## config.mk

```make
export PLATFORM = sky130hd
export DESIGN_NAME = record_lcg_decrypt_unshuffle_unit
export DESIGN_NICKNAME = d
export VERILOG_FILES = /design/src/hw/rtl/rldu_pkg.sv /design/src/hw/rtl/record_lcg_decrypt_unshuffle_unit.sv
export SDC_FILE = /design/constraint.sdc
export NUM_CORES = 1
export LEC_CHECK = 0
export BUFFER_PORTS_ARGS = -buffer_cell sky130_fd_sc_hd__buf_2
export CORE_MARGIN = 4
export CORE_UTILIZATION = 30
export CTS_CLUSTER_DIAMETER = 30
export CTS_CLUSTER_SIZE = 20
export DETAILED_ROUTE_END_ITERATION = 6
export PLACE_DENSITY = 0.48
export RECOVER_POWER = 50
export SKIP_CTS_REPAIR_TIMING = 1
export SYNTH_ARGS = -nofsm -noshare
export SYNTH_HDL_FRONTEND = slang
export SYNTH_SLANG_ARGS = --single-unit
```

## constraint.sdc

```tcl
create_clock -name clk -period 8.02 [get_ports clk]
set_input_delay 2.005 -clock clk [delete_from_list [all_inputs] [get_ports clk]]
set_output_delay 2.005 -clock clk [all_outputs]
set_load 0.03 [all_outputs]
```

## src/hw/rtl/rldu_pkg.sv

```systemverilog
// Shared constants and types for the record decrypt and unshuffle unit.
package rldu_pkg;

	typedef logic [1:0] block_t;
	typedef logic [4:0] slot_t;

	localparam logic [31:0] LCG_MUL      = 32'h41C6_4E6D;
	localparam logic [31:0] LCG_ADD      = 32'h0000_6073;
	localparam int          HEADER_WORDS = 4;
	localparam slot_t       ORDER_COUNT  = 5'd24;

	// Result block i of order slot s is taken from source block ORDER_TAB[i][s].
	localparam block_t ORDER_TAB [0:3][0:23] = '{
		'{2'd0, 2'd0, 2'd0, 2'd0, 2'd0, 2'd0, 2'd1, 2'd1, 2'd2, 2'd3, 2'd2, 2'd3,
		  2'd1, 2'd1, 2'd2, 2'd3, 2'd2, 2'd3, 2'd1, 2'd1, 2'd2, 2'd3, 2'd2, 2'd3},
		'{2'd1, 2'd1, 2'd2, 2'd3, 2'd2, 2'd3, 2'd0, 2'd0, 2'd0, 2'd0, 2'd0, 2'd0,
		  2'd2, 2'd3, 2'd1, 2'd1, 2'd3, 2'd2, 2'd2, 2'd3, 2'd1, 2'd1, 2'd3, 2'd2},
		'{2'd2, 2'd3, 2'd1, 2'd1, 2'd3, 2'd2, 2'd2, 2'd3, 2'd1, 2'd1, 2'd3, 2'd2,
		  2'd0, 2'd0, 2'd0, 2'd0, 2'd0, 2'd0, 2'd3, 2'd2, 2'd3, 2'd2, 2'd1, 2'd1},
		'{2'd3, 2'd2, 2'd3, 2'd2, 2'd1, 2'd1, 2'd3, 2'd2, 2'd3, 2'd2, 2'd1, 2'd1,
		  2'd3, 2'd2, 2'd3, 2'd2, 2'd1, 2'd1, 2'd0, 2'd0, 2'd0, 2'd0, 2'd0, 2'd0}
	};

endpackage

```

## src/hw/rtl/record_lcg_decrypt_unshuffle_unit.sv

```systemverilog
// Record decrypt and block unshuffle unit: one encrypted word in, one placed word out.
//
// Usage:
// The input channel (in_valid, in_stall, data_word, last_word) takes the record's
// 16-bit words in order. Words 0 and 1 are the key; words 0 to 3 come out unchanged.
// Every later word is XORed with the upper half of the next generator state.
// The output channel (out_valid, out_stall, plain_word, dest_index, record_end)
// gives one word per input word, with the position it takes in the unshuffled
// record, so a receiver can scatter it straight into a buffer.
// A set last_word ends the record; the next word is word 0 of a new record.
// A taken word passes through the input register and then the result register,
// which drives the output; it moves on only while the output register is free.
// Throughput: one word per cycle when not stalled, set by the single 32-bit
// generator step (one multiply and add) between the input and result registers.
// A stalled result holds; the input register still takes one more word, and
// in_stall rises only while both registers are full and the output is stalled.
// Reset clears both valid flags, the word position, key, seed and order slot.
module record_lcg_decrypt_unshuffle_unit #(
	parameter int RECORD_WORDS = 116,
	parameter int BLOCK_WORDS  = 28
) (
	input  logic        clk,
	input  logic        arst_n,
	input  logic        in_valid,
	output logic        in_stall,
	input  logic [15:0] data_word,
	input  logic        last_word,
	output logic        out_valid,
	input  logic        out_stall,
	output logic [15:0] plain_word,
	output logic [6:0]  dest_index,
	output logic        record_end
);

	localparam int CW  = $clog2(RECORD_WORDS);
	localparam int OW  = (BLOCK_WORDS > 1) ? $clog2(BLOCK_WORDS) : 1;
	localparam int DW  = $clog2(rldu_pkg::HEADER_WORDS + 4 * BLOCK_WORDS);
	localparam int XW0 = (CW > DW) ? CW : DW;
	localparam int XW  = (XW0 > 7) ? XW0 : 7;

	// Input register.
	logic        valid_s1;
	logic [15:0] data_s1;
	logic        last_s1;

	// Result register.
	logic        out_valid_q;
	logic [15:0] plain_q;
	logic [6:0]  dest_q;
	logic        end_q;

	// Record state.
	logic [CW-1:0]       count_q;
	logic [15:0]         key_low_q;
	logic [31:0]         seed_q;
	rldu_pkg::slot_t     slot_q;
	logic [2:0]          blk_q;
	logic [OW-1:0]       off_q;

	logic                advance;
	logic                accept;
	logic [CW-1:0]       count_n;
	logic [15:0]         key_low_n;
	logic [31:0]         seed_n;
	rldu_pkg::slot_t     slot_n;
	logic [2:0]          blk_n;
	logic [OW-1:0]       off_n;
	logic [31:0]         seed_step;
	rldu_pkg::slot_t     slot_raw;
	rldu_pkg::block_t    tgt;
	logic [DW-1:0]       dest_blk;
	logic [XW-1:0]       dest_n;
	logic [15:0]         plain_n;
	logic                wrap;

	assign advance  = !out_valid_q || !out_stall;
	assign in_stall = valid_s1 && !advance;
	assign accept   = in_valid && !in_stall;

	assign seed_step = seed_q * rldu_pkg::LCG_MUL + rldu_pkg::LCG_ADD;
	assign slot_raw  = {data_s1[1:0], key_low_q[15:13]};

	always_comb begin
		plain_n   = data_s1;
		dest_n    = XW'(count_q);
		key_low_n = key_low_q;
		seed_n    = seed_q;
		slot_n    = slot_q;
		blk_n     = blk_q;
		off_n     = off_q;
		tgt       = blk_q[1:0];
		dest_blk  = '0;

		// First result block whose source is this word's block.
		for (int i = 3; i >= 0; i--) begin
			if (rldu_pkg::ORDER_TAB[i][slot_q] == blk_q[1:0]) begin
				tgt = 2'(i);
			end
		end

		if (count_q == '0) begin
			key_low_n = data_s1;
		end else if (count_q == CW'(1)) begin
			seed_n = {data_s1, key_low_q};
			slot_n = (slot_raw >= rldu_pkg::ORDER_COUNT) ?
				slot_raw - rldu_pkg::ORDER_COUNT : slot_raw;
		end else if (32'(count_q) >= rldu_pkg::HEADER_WORDS) begin
			seed_n  = seed_step;
			plain_n = data_s1 ^ seed_step[31:16];
			if (blk_q < 3'd4) begin
				dest_blk = DW'(rldu_pkg::HEADER_WORDS) + DW'(tgt) * DW'(BLOCK_WORDS)
					+ DW'(off_q);
				if ({{(32-DW){1'b0}}, dest_blk} < 32'(RECORD_WORDS)) begin
					dest_n = XW'(dest_blk);
				end
				if (off_q == OW'(BLOCK_WORDS - 1)) begin
					off_n = '0;
					blk_n = blk_q + 3'd1;
				end else begin
					off_n = off_q + OW'(1);
				end
			end
		end

		wrap = last_s1 || (32'(count_q) >= 32'(RECORD_WORDS - 1));
		if (wrap) begin
			count_n = '0;
			blk_n   = '0;
			off_n   = '0;
		end else begin
			count_n = count_q + CW'(1);
		end
	end

	always_ff @(posedge clk or negedge arst_n) begin
		if (!arst_n) begin
			valid_s1 <= 1'b0;
		end else if (accept) begin
			valid_s1 <= 1'b1;
		end else if (advance) begin
			valid_s1 <= 1'b0;
		end
	end

	always_ff @(posedge clk) begin
		if (accept) begin
			data_s1 <= data_word;
			last_s1 <= last_word;
		end
	end

	always_ff @(posedge clk or negedge arst_n) begin
		if (!arst_n) begin
			out_valid_q <= 1'b0;
			count_q     <= '0;
			key_low_q   <= '0;
			seed_q      <= '0;
			slot_q      <= '0;
			blk_q       <= '0;
			off_q       <= '0;
		end else if (advance) begin
			out_valid_q <= valid_s1;
			if (valid_s1) begin
				count_q   <= count_n;
				key_low_q <= key_low_n;
				seed_q    <= seed_n;
				slot_q    <= slot_n;
				blk_q     <= blk_n;
				off_q     <= off_n;
			end
		end
	end

	always_ff @(posedge clk) begin
		if (advance && valid_s1) begin
			plain_q <= plain_n;
			dest_q  <= dest_n[6:0];
			end_q   <= last_s1;
		end
	end

	assign out_valid  = out_valid_q;
	assign plain_word = plain_q;
	assign dest_index = dest_q;
	assign record_end = end_q;

	a_slot_range: assert property (@(posedge clk) disable iff (!arst_n)
		slot_q < rldu_pkg::ORDER_COUNT)
		else $error("order slot out of range");

	a_blk_range: assert property (@(posedge clk) disable iff (!arst_n)
		blk_q <= 3'd4)
		else $error("block counter out of range");

	a_stall_full: assert property (@(posedge clk) disable iff (!arst_n)
		in_stall |-> (valid_s1 && out_valid_q))
		else $error("input stalled with a free register");

	a_last_restart: assert property (@(posedge clk) disable iff (!arst_n)
		(advance && valid_s1 && last_s1) |=> (count_q == '0 && blk_q == '0))
		else $error("record did not restart after last word");

	a_dest_range: assert property (@(posedge clk) disable iff (!arst_n)
		(out_valid_q && RECORD_WORDS <= 128) |-> (32'(dest_q) < 32'(RECORD_WORDS)))
		else $error("destination beyond record");

endmodule
```

== Word-level counts from Yosys, hierarchy flattened ==
Memory sizes are Yosys's and may differ from the RTL's.
Index checks and enable logic that the tools add are counted.
Cells by class
  $add $sub $neg: 7
  multiply operators: 2
  magnitude comparators: 6
  equality and inequality tests: 8
  mux-type cells: 38
  bitwise operators: 3
  reductions and logical operators: 21
Operators with widths (count)
  32-bit two-way mux: 2
  16-bit two-way mux: 3
  7-bit two-way mux: 6
  5-bit two-way mux: 7
  32-bit by 15-bit adder with 32-bit output, second input constant: 1
  32-bit by 31-bit multiplier with 32-bit output, second input constant: 1
  2-bit two-way mux: 12
  3-bit two-way mux: 6
  16-bit bitwise XOR: 1
  2-bit nonzero test: 5
  2-bit equality test: 4
  4-bit AND reduction: 2
  3-bit by 7-bit adder with 7-bit output, first input constant: 1
  7-bit by 1-bit adder with 7-bit output, second input constant: 1
  7-bit by 5-bit adder with 7-bit output: 1
  7-bit by 1-bit equality test with 1-bit output, second input constant: 1
  7-bit by 3-bit >= comparator with 1-bit output, second input constant: 1
  7-bit >= comparator, second input constant: 1
  7-bit zero test: 1
  7-bit less-than comparator, second input constant: 1
  7-bit AND reduction: 1
  6-bit >= comparator, second input constant: 1
  5-bit inverter with 6-bit output: 1
  6-bit AND reduction: 1
  15 further kinds: 23
Word-level totals
  register bits after elaboration: 111
  ROM bits: 256
  word-level logic and storage cells: 102
  memories kept: 4
Memories
  (name not given): words 32, bits a word 2, rd ports 1, clocked after memory_dff 0, write ports 0, line record_lcg_decrypt_unshuffle_unit.sv:96  | if (rldu_pkg::ORDER_TAB[i][slot_q] == blk_q[1:0]) begin
  (name not given): words 32, bits a word 2, rd ports 1, clocked after memory_dff 0, write ports 0, line record_lcg_decrypt_unshuffle_unit.sv:96
  (name not given): words 32, bits a word 2, rd ports 1, clocked after memory_dff 0, write ports 0, line record_lcg_decrypt_unshuffle_unit.sv:96
  (name not given): words 32, bits a word 2, rd ports 1, clocked after memory_dff 0, write ports 0, line record_lcg_decrypt_unshuffle_unit.sv:96

== Logic depth before layout (Yosys ltp) ==
  word-level depth: 18
  gate-level depth with buffers: 27

== Worst setup path before layout ==
OpenSTA, ideal clock, no wires.
  path kind: register to register
  from: reg seed_q[5]
  to: reg plain_q[9], in the netlist plain_word[9], data pin
  arrival: 6443 ps
  required time: 7762 ps
  slack: 1319 ps
  stages on the path, launching flop included: 26
  path buffers: 0
  clock period less this slack: 6701 ps
  cell sequence: dfrtp_1 ha_1 xor2_1 ha_1 a21oi_1 fa_1 fa_1 inv_1 fa_1 inv_1 fa_1 inv_1 fa_1 inv_1 fa_1 inv_1 ha_1 and3_1 a221o_1 a21o_1 a21oi_2 o21ai_1 a211oi_2 xnor2_1 nand2_1 xnor2_1
Between the ends
  word-level cells in the longest chain between the ends: 6
Ends and longest elaborated chain
  start, declared: line record_lcg_decrypt_unshuffle_unit.sv:55  | logic [31:0] seed_q;
  start signal, assigned: line record_lcg_decrypt_unshuffle_unit.sv:166  | seed_q <= seed_n;
  32-bit by 31-bit multiplier with 32-bit output: line record_lcg_decrypt_unshuffle_unit.sv:80  | assign seed_step = seed_q * rldu_pkg::LCG_MUL + rldu_pkg::LCG_ADD;
  32-bit by 15-bit adder with 32-bit output: line record_lcg_decrypt_unshuffle_unit.sv:80
  16-bit bitwise XOR: line record_lcg_decrypt_unshuffle_unit.sv:109  | plain_n = data_s1 ^ seed_step[31:16];
  16-bit two-way mux: line record_lcg_decrypt_unshuffle_unit.sv:107  | end else if (32'(count_q) >= rldu_pkg::HEADER_WORDS) begin
  16-bit two-way mux: line record_lcg_decrypt_unshuffle_unit.sv:103  | end else if (count_q == CW'(1)) begin
  16-bit two-way mux: line record_lcg_decrypt_unshuffle_unit.sv:101  | if (count_q == '0) begin
  named net plain_n[9]: line record_lcg_decrypt_unshuffle_unit.sv:73  | logic [15:0] plain_n;
  end signal, assigned: line record_lcg_decrypt_unshuffle_unit.sv:176  | plain_q <= plain_n;
  end, declared: line record_lcg_decrypt_unshuffle_unit.sv:48  | logic [15:0] plain_q;
The timed path passes the listed nets, and every way through them passes these cells.
A chain may end at the register's enable or synchronous reset.

== Final worst setup path ==
  from: reg seed_q[4]
  to: reg plain_q[7], in the netlist plain_word[7], data pin
Same word-level chain as after synthesis.

==> results.sh <==
export IMPL_critPathTopFamily="adder cells"
export IMPL_tightestPinTransition_ns=4.23
export IMPL_place_hpwl_um=35000
export IMPL_numCtsBuffers=9
export IMPL_cts_reportedPaths_clkPinSlew_ns=0.09
export IMPL_reg2reg_to="plain_word[7]"
export IMPL_slowest_delay_ns=0.64
export IMPL_layout_common_cells="423 x inv_1, 233 x ha_1, 189 x fa_1"
export IMPL_drcViolationCount=0
export IMPL_fp_row_count=80
export IMPL_antenna_found_initial=3
export IMPL_antenna_cells=0
export IMPL_synth_ff_type="dfrtp_1"
export IMPL_netlist_area_um2=14700
export IMPL_portBuffers=46
export IMPL_dieWidth_um=230
export IMPL_dr_pass1_iters=7
export IMPL_synth_fp_nets=1965
export IMPL_routed_via_count=10100
export IMPL_wirelength_um=40600
export IMPL_cts_root_buf="clkbuf_16"
export IMPL_cp_startpoint="seed_q[4]"
export IMPL_rsz0062_at_grt="false"
export IMPL_cts_tree="done"
export IMPL_grt_total_usage=0.160
export IMPL_syn_inst=1522
export IMPL_ios=47
export IMPL_fin_setup_tns_ns=0
export IMPL_crit_buf_inv=5
export IMPL_max_cap_viol_count=1
export IMPL_grt_overflow_total=0
export IMPL_syn2layout_area_growth_pct=8.57
export IMPL_status="complete, but fails checks"
export IMPL_syn_avg_cell_area_um2=9.68
export IMPL_clockBufferDepth=2
export IMPL_final_common_cell="inv_1"
export IMPL_cpMostUsedCell="fa_1"
export IMPL_fill_cells=5026
export IMPL_crit_required_ns=8.14
export IMPL_r2r_slack_ns=0.70
export IMPL_worstPathArrival_ns=7.44
export IMPL_ant_nets=0
export IMPL_worst_path_stages=25
export IMPL_seq_area_um2=2980
export IMPL_fin_crit_ns=7.32
export IMPL_wl_met3_um=1490
export IMPL_async_reset_ff_frac=0.631
export IMPL_die_area_um2=52700
export IMPL_yosys_register_bits=111
export IMPL_hold_violations=0
export IMPL_fp_dieH_um=230
export IMPL_wire_per_inst_um=18.3
export IMPL_period_share=0.913
export IMPL_hold_class="flip-flop to flip-flop"
export IMPL_htreeDepth=3
export IMPL_multi_input_area_um2=10000
export IMPL_gp_congestion=0.874
export IMPL_vias_per_cell=4.53
export IMPL_slew_viol_final=70
export IMPL_drive_above_1_share=0.0498
export IMPL_maxSlewHeadroom=-1.82
export IMPL_violations="max-capacitance violations, max-slew violations"
export IMPL_worstSetupStartpointType="flip-flop"
export IMPL_grt_max_degree=70
export IMPL_route_met2_wl_um=18900
export IMPL_crit_type="flip-flop to flip-flop"
export IMPL_yosysWarnings=0
export IMPL_insertion_delay_ns=0.38
export IMPL_m1WireLength_um=19300
export IMPL_cts_num_sinks=111
export IMPL_cp_end_kind="flip-flop"
export IMPL_core_area_um2=48100
export IMPL_dr_max_layer_used="met5"
export IMPL_setup_viol=0
export IMPL_start_util=0.306
export IMPL_skew_ns=0.0283
export IMPL_synth_edf_count=41
export IMPL_synthDistinctLibCells=64
export IMPL_critPathSlowestCell="dfrtp_1"
export IMPL_grt_pass1_vias=10900
export IMPL_seq_area_frac_synth=0.202
export IMPL_max_freq_mhz=137
export IMPL_nets=2005
export IMPL_synth_top_area_cell="fa_1"
export IMPL_synth_top_area_frac=0.257
export IMPL_initialDrtViolationCount=531
export IMPL_r2r_cells=25
export IMPL_endpoint="plain_word[7]"
export IMPL_grt_pass1_wl_um=64800
export IMPL_timing_rr_start="seed_q[4]"
export IMPL_fin_util=0.332
export IMPL_synth_area_top_cells="fa_1 26%, ha_1 20%, dfrtp_1 12%"
export IMPL_cp_max_fo=7
## per-stage QoR
step | cells | worst slack (ns) | cell area [um2] | hold WS [ns]
3_5_place_dp | 2207 | 0.772 | 15800 | 0.462
2_1_floorplan | 1522 | 1.32 | 14700 | 0.428
5_1_grt | 2223 | 0.281 | 16000 | 0.487
3_3_place_gp | 2207 | 0.773 | 15800 | 0.465
6_report | 2223 | 0.698 | 16000 | 0.489
4_1_cts | 2223 | 0.690 | 16000 | 0.480
## cells in the mapped netlist (8+ instances only)
master,number
nor3_1,10
inv_1,423
xor2_1,30
a21oi_1,47
o211ai_1,11
nand2_1,95
clkbuf_1,21
mux2i_1,8
o21ai_0,55
dfrtp_1,70
ha_1,233
o21a_1,9
nor2_1,56
a21o_1,13
xnor2_1,58
fa_1,189
nand2b_1,10
mux2_2,16
nand3_1,19
edfxtp_1,41
a31oi_1,18
## sequential cells by signal (all words and copies together), names as in the netlist
register and count:
last_s1 1, plain_word 16, valid_s1 1, count_q 7, slot_q 5, dest_index 7
out_valid 1, key_low_q 16, data_s1 16, record_end 1, blk_q 3, off_q 5
seed_q 32
## cell families (layout without fill, tap and decap cells)
logic type	after synthesis	count (layout)	synth area share
simple gates	231	231	0.0731
buf+inv	452	497	0.116
xor+xnor	88	88	0.0523
flops	111	111	0.202
fa+ha+maj	422	422	0.455
compound gates	193	193	0.0821
mux	25	25	0.0195
## routing by layer
metal | global-route usage | vias up
li1 | - | 4836
met1 | 0.227 | 5010
met2 | 0.262 | 175
met3 | 0.0204 | 46
met4 | 0.0367 | 2
met5 | 0 | -
## worst register-to-register path: stages (launching register included)
cell,delay [ns]
dfrtp_1,0.64
ha_1,0.36
xor2_1,0.36
ha_1,0.22
a21oi_1,0.08
fa_1,0.46
fa_1,0.51
inv_1,0.05
fa_1,0.50
inv_1,0.05
fa_1,0.52
inv_1,0.05
fa_1,0.48
inv_1,0.06
fa_1,0.52
inv_1,0.04
ha_1,0.36
and3_1,0.17
a221o_1,0.31
a21o_1,0.20
a21oi_2,0.18
o21ai_1,0.16
a31oi_1,0.23
xor2_1,0.30
nor2_1,0.09
xnor2_1,0.14
## layout make-up
type	count	area share
sequential	111	0.187
clock inverter	4	0.00188
clock buffer	12	0.0148
inverter	424	0.0995
timing repair buffer	57	0.0176
tap	656	0.0513
multi-input combinational	959	0.628
## how the worst min path moves through the flow
| stage | startpoint | to | slack [ns] | depth (start not counted) |
|---|---|---|---|---|
| after floorplan | last_s1 | record_end | 0.43 | 0 |
| after global placement | key_low_q[0] | key_low_q[0] | 0.47 | 2 |
| after detailed placement | last_s1 | record_end | 0.46 | 0 |
| after CTS | last_s1 | record_end | 0.48 | 0 |
| after global routing | last_s1 | record_end | 0.49 | 0 |
| final | last_s1 | record_end | 0.49 | 0 |
Power is left out: the tool's default activity adds up to more than one toggle a clock period on the data nets, which glitch-free logic cannot reach.
